$ cat config.mk
export PLATFORM = sky130hd
export DESIGN_NAME = tapc_mul
export DESIGN_NICKNAME = d
export VERILOG_FILES = /design/src/hdl/three_axis_pid_position_controller_macros.svh /design/src/hdl/tapc_pkg.sv /design/src/hdl/tapc_mul.sv
export SDC_FILE = /design/constraint.sdc
export NUM_CORES = 2
export LEC_CHECK = 0
export BUFFER_PORTS_ARGS = -buffer_cell sky130_fd_sc_hd__buf_2
export CORE_UTILIZATION = 67
export DETAILED_ROUTE_END_ITERATION = 12
export PLACE_DENSITY = 0.9
export SLEW_MARGIN = 20
export SYNTH_ARGS = -nofsm -noshare
export SYNTH_HDL_FRONTEND = slang
export SYNTH_SLANG_ARGS = --single-unit
$ cat constraint.sdc
create_clock -name clk -period 11.1 [get_ports clk]
set_input_delay 2.22 -clock clk [delete_from_list [all_inputs] [get_ports clk]]
set_output_delay 2.22 -clock clk [all_outputs]
set_load 0.01 [all_outputs]
$ cat src/hdl/three_axis_pid_position_controller_macros.svh
// Assertion macros for the three-axis PID position controller.
// Included by the top level; no other dependencies.
`ifndef THREE_AXIS_PID_POSITION_CONTROLLER_MACROS_SVH
`define THREE_AXIS_PID_POSITION_CONTROLLER_MACROS_SVH

`ifndef SYNTH
// Same-cycle implication, sampled on clk and disabled while rst_n is low.
`define TAPC_ASSERT_SAME(label, ante, cons, msg) \
  label: assert property (@(posedge clk) disable iff (!rst_n) (ante) |-> (cons)) \
    else $error(msg);
// Next-cycle implication, sampled on clk and disabled while rst_n is low.
`define TAPC_ASSERT_NEXT(label, ante, cons, msg) \
  label: assert property (@(posedge clk) disable iff (!rst_n) (ante) |=> (cons)) \
    else $error(msg);
`else
`define TAPC_ASSERT_SAME(label, ante, cons, msg)
`define TAPC_ASSERT_NEXT(label, ante, cons, msg)
`endif

`endif

$ cat src/hdl/tapc_pkg.sv
// Shared widths and types for the three-axis PID position controller.
// No dependencies; imported by the multiplier and the top level.
`default_nettype none

package tapc_pkg;

  localparam int AXES      = 3;
  localparam int FRAC_BITS = 16;
  localparam int AXIS_W    = (AXES > 1) ? $clog2(AXES) : 1;

  localparam int DATA_W = 32;
  localparam int OP_W   = DATA_W + 1;
  localparam int PROD_W = 2 * OP_W;

  localparam int IN_W  = 2 * AXES * DATA_W;
  localparam int OUT_W = AXES * DATA_W;

  typedef logic signed [OP_W-1:0]   op_t;
  typedef logic signed [PROD_W-1:0] prod_t;

endpackage

`default_nettype wire

$ cat src/hdl/tapc_mul.sv
// Shared signed multiplier with a registered product.
// Depends on tapc_pkg for operand and product types.
`default_nettype none

module tapc_mul import tapc_pkg::*; (
  input  logic  clk,
  input  op_t   op_a,
  input  op_t   op_b,
  output prod_t prod_r
);

  always_ff @(posedge clk) begin
    prod_r <= op_a * op_b;
  end

endmodule

`default_nettype wire

==> out/results.ini <==
[clock_tree]
post_cts_buffers=0
cts_tree=done
cts_root_buf=clkbuf_16
cts_resized=0
clock_sinks=66
clk_pin_slew_ns=0.07
cts_buffers=9
h-tree-depth=3
clockBufferDepth=2
holdBufCountCts=0

[floorplanning]
die_h_um=249
dieArea_um2=61800
core_um2=60200
boundaryPins=133
start_util_pct=67.6
rows=90
die_w_um=249

[worst_setup_path]
cp_top_family=adder cells
cp_cell_sequence=buf_2 > nand2_1 > fa_1 > inv_1 > fa_1 > inv_1 > fa_1 > inv_1 > fa_1 > fa_1 > fa_1 > fa_1 > inv_1 > fa_1 > inv_1 > ha_1 > and4_1 > nand3_1 > nand2b_1 > a2111oi_4 > a211oi_4 > a21oi_2 > nor4b_2 > a311oi_1
path_class=input port to register
crit_start=op_b[9]
critPathMaxStageDelay_ns=0.80
startpoint_type=input port
crit_path_end_kind=register
cp.required_ns=11.39
cpMostUsedCell=fa_1
critPathSlowestCell=fa_1
critPathMaxFanout=38
cp_num_buf_inv=6
worstPathArrival_ns=10.43

[sta]
final.period_utilization_pct=91.4
worstMarginPinSlew_ns=0.999
hold_viol=0
fmax_ghz=0.0986
finalSetupTns_ns=0
holdWs_ns=2.18
grt_setup_unrepaired=no
finalSetupViolCount=0
relSlewSlack_pct=33.4
slew_viol_final=0
period_minus_slack_ns=10.15

[finish]
nFillCells=4048
reg_top3=prod_r: 66 flops
fin_nets=5707
stdcell_count=5073
seq_area_um2=1320
largest-register=prod_r
multiInputGateArea_um2=34300
drive_above_1_share_pct=4.76
final_core_util_pct=69.7
largest_reg_flops=66
area.growth.synth_to_final_pct=3.15

[global_route]
grt.total_usage_pct=38.7
gr-total-overflow=0
grt_pass1_wl_um=183000
grt_pass1_vias=34885
grt_max_degree=34
antenna_found_initial=7

[logic_synthesis]
synth_ff_type=dfxtp_1
syn_nets=5767
synth_cell_type_count=80
ys_warn_count=0
synthesis.area_um2=40700
synthArstFlopShare_pct=0
ys_seq_area_share_pct=3.24
syn_avg_cell_area_um2=9.39
ys_seq_elements=66
synth-edff-count=0
syn_inst=4338

[route]
first_iter_violations=2692
wl_per_cell_um=22.0
drt-total-wl_um=112000
drc=0
route.vias.total=30262
routed_via_density=5.97
ant_nets=0
firstDrtPassIters=8

[run]
drv_cap=0

[status]
status=completed

[place]
hpwlAfterDp_um=89400
gp_congestion=0.938
dp.cells=5049
io_buffers=132

[hold_path]
hold_class=input port to register
hold_path_startpoint=op_b[0]

## final cells by class
class / instances / area share, %
antenna: 8 / 0.0476
clock buffer: 12 / 0.634
clock inverter: 4 / 0.173
inverter: 1131 / 10.1
multi-input combinational: 2920 / 81.7
sequential: 66 / 3.14
tap: 782 / 2.33
timing repair buffer: 150 / 1.89
## final timing paths
path | depth (start not counted) | slack, ns | end
worst min-delay path | 2 | 2.18 | prod_r[0]
worst max-delay path | 24 | 0.95 | prod_r[58]
## cell usage in the layout, fill, tap and decap left out, types with 4 or more instances in the layout
| cell type | synthesis | final |
|---|---|---|
| fa_1 | 1145 | 1144 |
| inv_1 | 1131 | 1131 |
| and2_1 | 562 | 562 |
| nand2_1 | 551 | 551 |
| ha_1 | 217 | 217 |
| buf_2 | 11 | 132 |
| nor2_1 | 68 | 68 |
| dfxtp_1 | 66 | 66 |
| a21oi_1 | 57 | 57 |
| xnor2_1 | 43 | 43 |
| a21o_1 | 36 | 36 |
| o21ai_0 | 25 | 25 |
| nand3_1 | 25 | 25 |
| xor2_1 | 25 | 25 |
| buf_4 | 0 | 18 |
| nand2b_1 | 12 | 12 |
| o21bai_1 | 11 | 11 |
| nand4_1 | 11 | 11 |
| clkbuf_16 | 0 | 9 |
| diode_2 | 0 | 8 |
| a31oi_1 | 8 | 8 |
| a211oi_1 | 7 | 7 |
| nor3_1 | 7 | 7 |
| o21a_1 | 6 | 6 |
| o21ai_1 | 6 | 6 |
| a211o_1 | 6 | 6 |
| and3_1 | 5 | 5 |
| and4_1 | 5 | 5 |
| nor2b_1 | 5 | 5 |
| o211ai_1 | 4 | 4 |
## logic make-up after synthesis
family                   Yosys count  synth area share [%]
adder cells (fa/ha/maj)         1362                  62.9
XOR/XNOR                          68                  1.46
flip-flops                        66                  3.24
buffers and inverters           1352                  12.5
AO/OA/AOI/OAI                    219                  4.07
AND/OR/NAND/NOR                 1271                  15.8
## synth_stat cells (5+ instances only)
cell type / number / area, um^2
nor2_1: 68 / 255
nor2b_1: 5 / 31.3
o21bai_1: 11 / 82.6
dfxtp_1: 66 / 1320
and4_1: 5 / 43.8
o21ai_1: 6 / 30.0
nor3_1: 7 / 35.0
clkbuf_1: 208 / 781
and2_1: 562 / 3520
buf_2: 11 / 55.1
o21ai_0: 25 / 125
and3_1: 5 / 31.3
nand2b_1: 12 / 75.1
a21o_1: 36 / 270
a211o_1: 6 / 52.6
a31oi_1: 8 / 50.1
ha_1: 217 / 2720
fa_1: 1145 / 22900
a211oi_1: 7 / 52.6
xor2_1: 25 / 219
nand2_1: 551 / 2070
nand4_1: 11 / 68.8
inv_1: 1131 / 4250
a21oi_1: 57 / 285
o21a_1: 6 / 45.0
nand3_1: 25 / 125
xnor2_1: 43 / 377
## layer usage
layer | vias to the layer above | global-route usage (%) | wire length (um) | share of wire (%)
met2 | 2046 | 63.3 | 53900 | 48
met4 | 8 | 25.8 | 8630 | 7.7
met5 | - | 0 | 53 | 0.047
li1 | 12209 | - | - | -
met1 | 15318 | 45.0 | 36700 | 33
met3 | 681 | 10.6 | 12500 | 11
## metrics by stage
step                area [um^2]  setup slack, ns
global placement          41700            0.808
floorplan                 40700             1.64
CTS                       42000            0.895
global route              42000            0.668
finish                    42000            0.955
detailed placement        41700            0.551
Power is not shown: default switching activity piles up to over one toggle a cycle in this logic, so the estimate is an artifact.
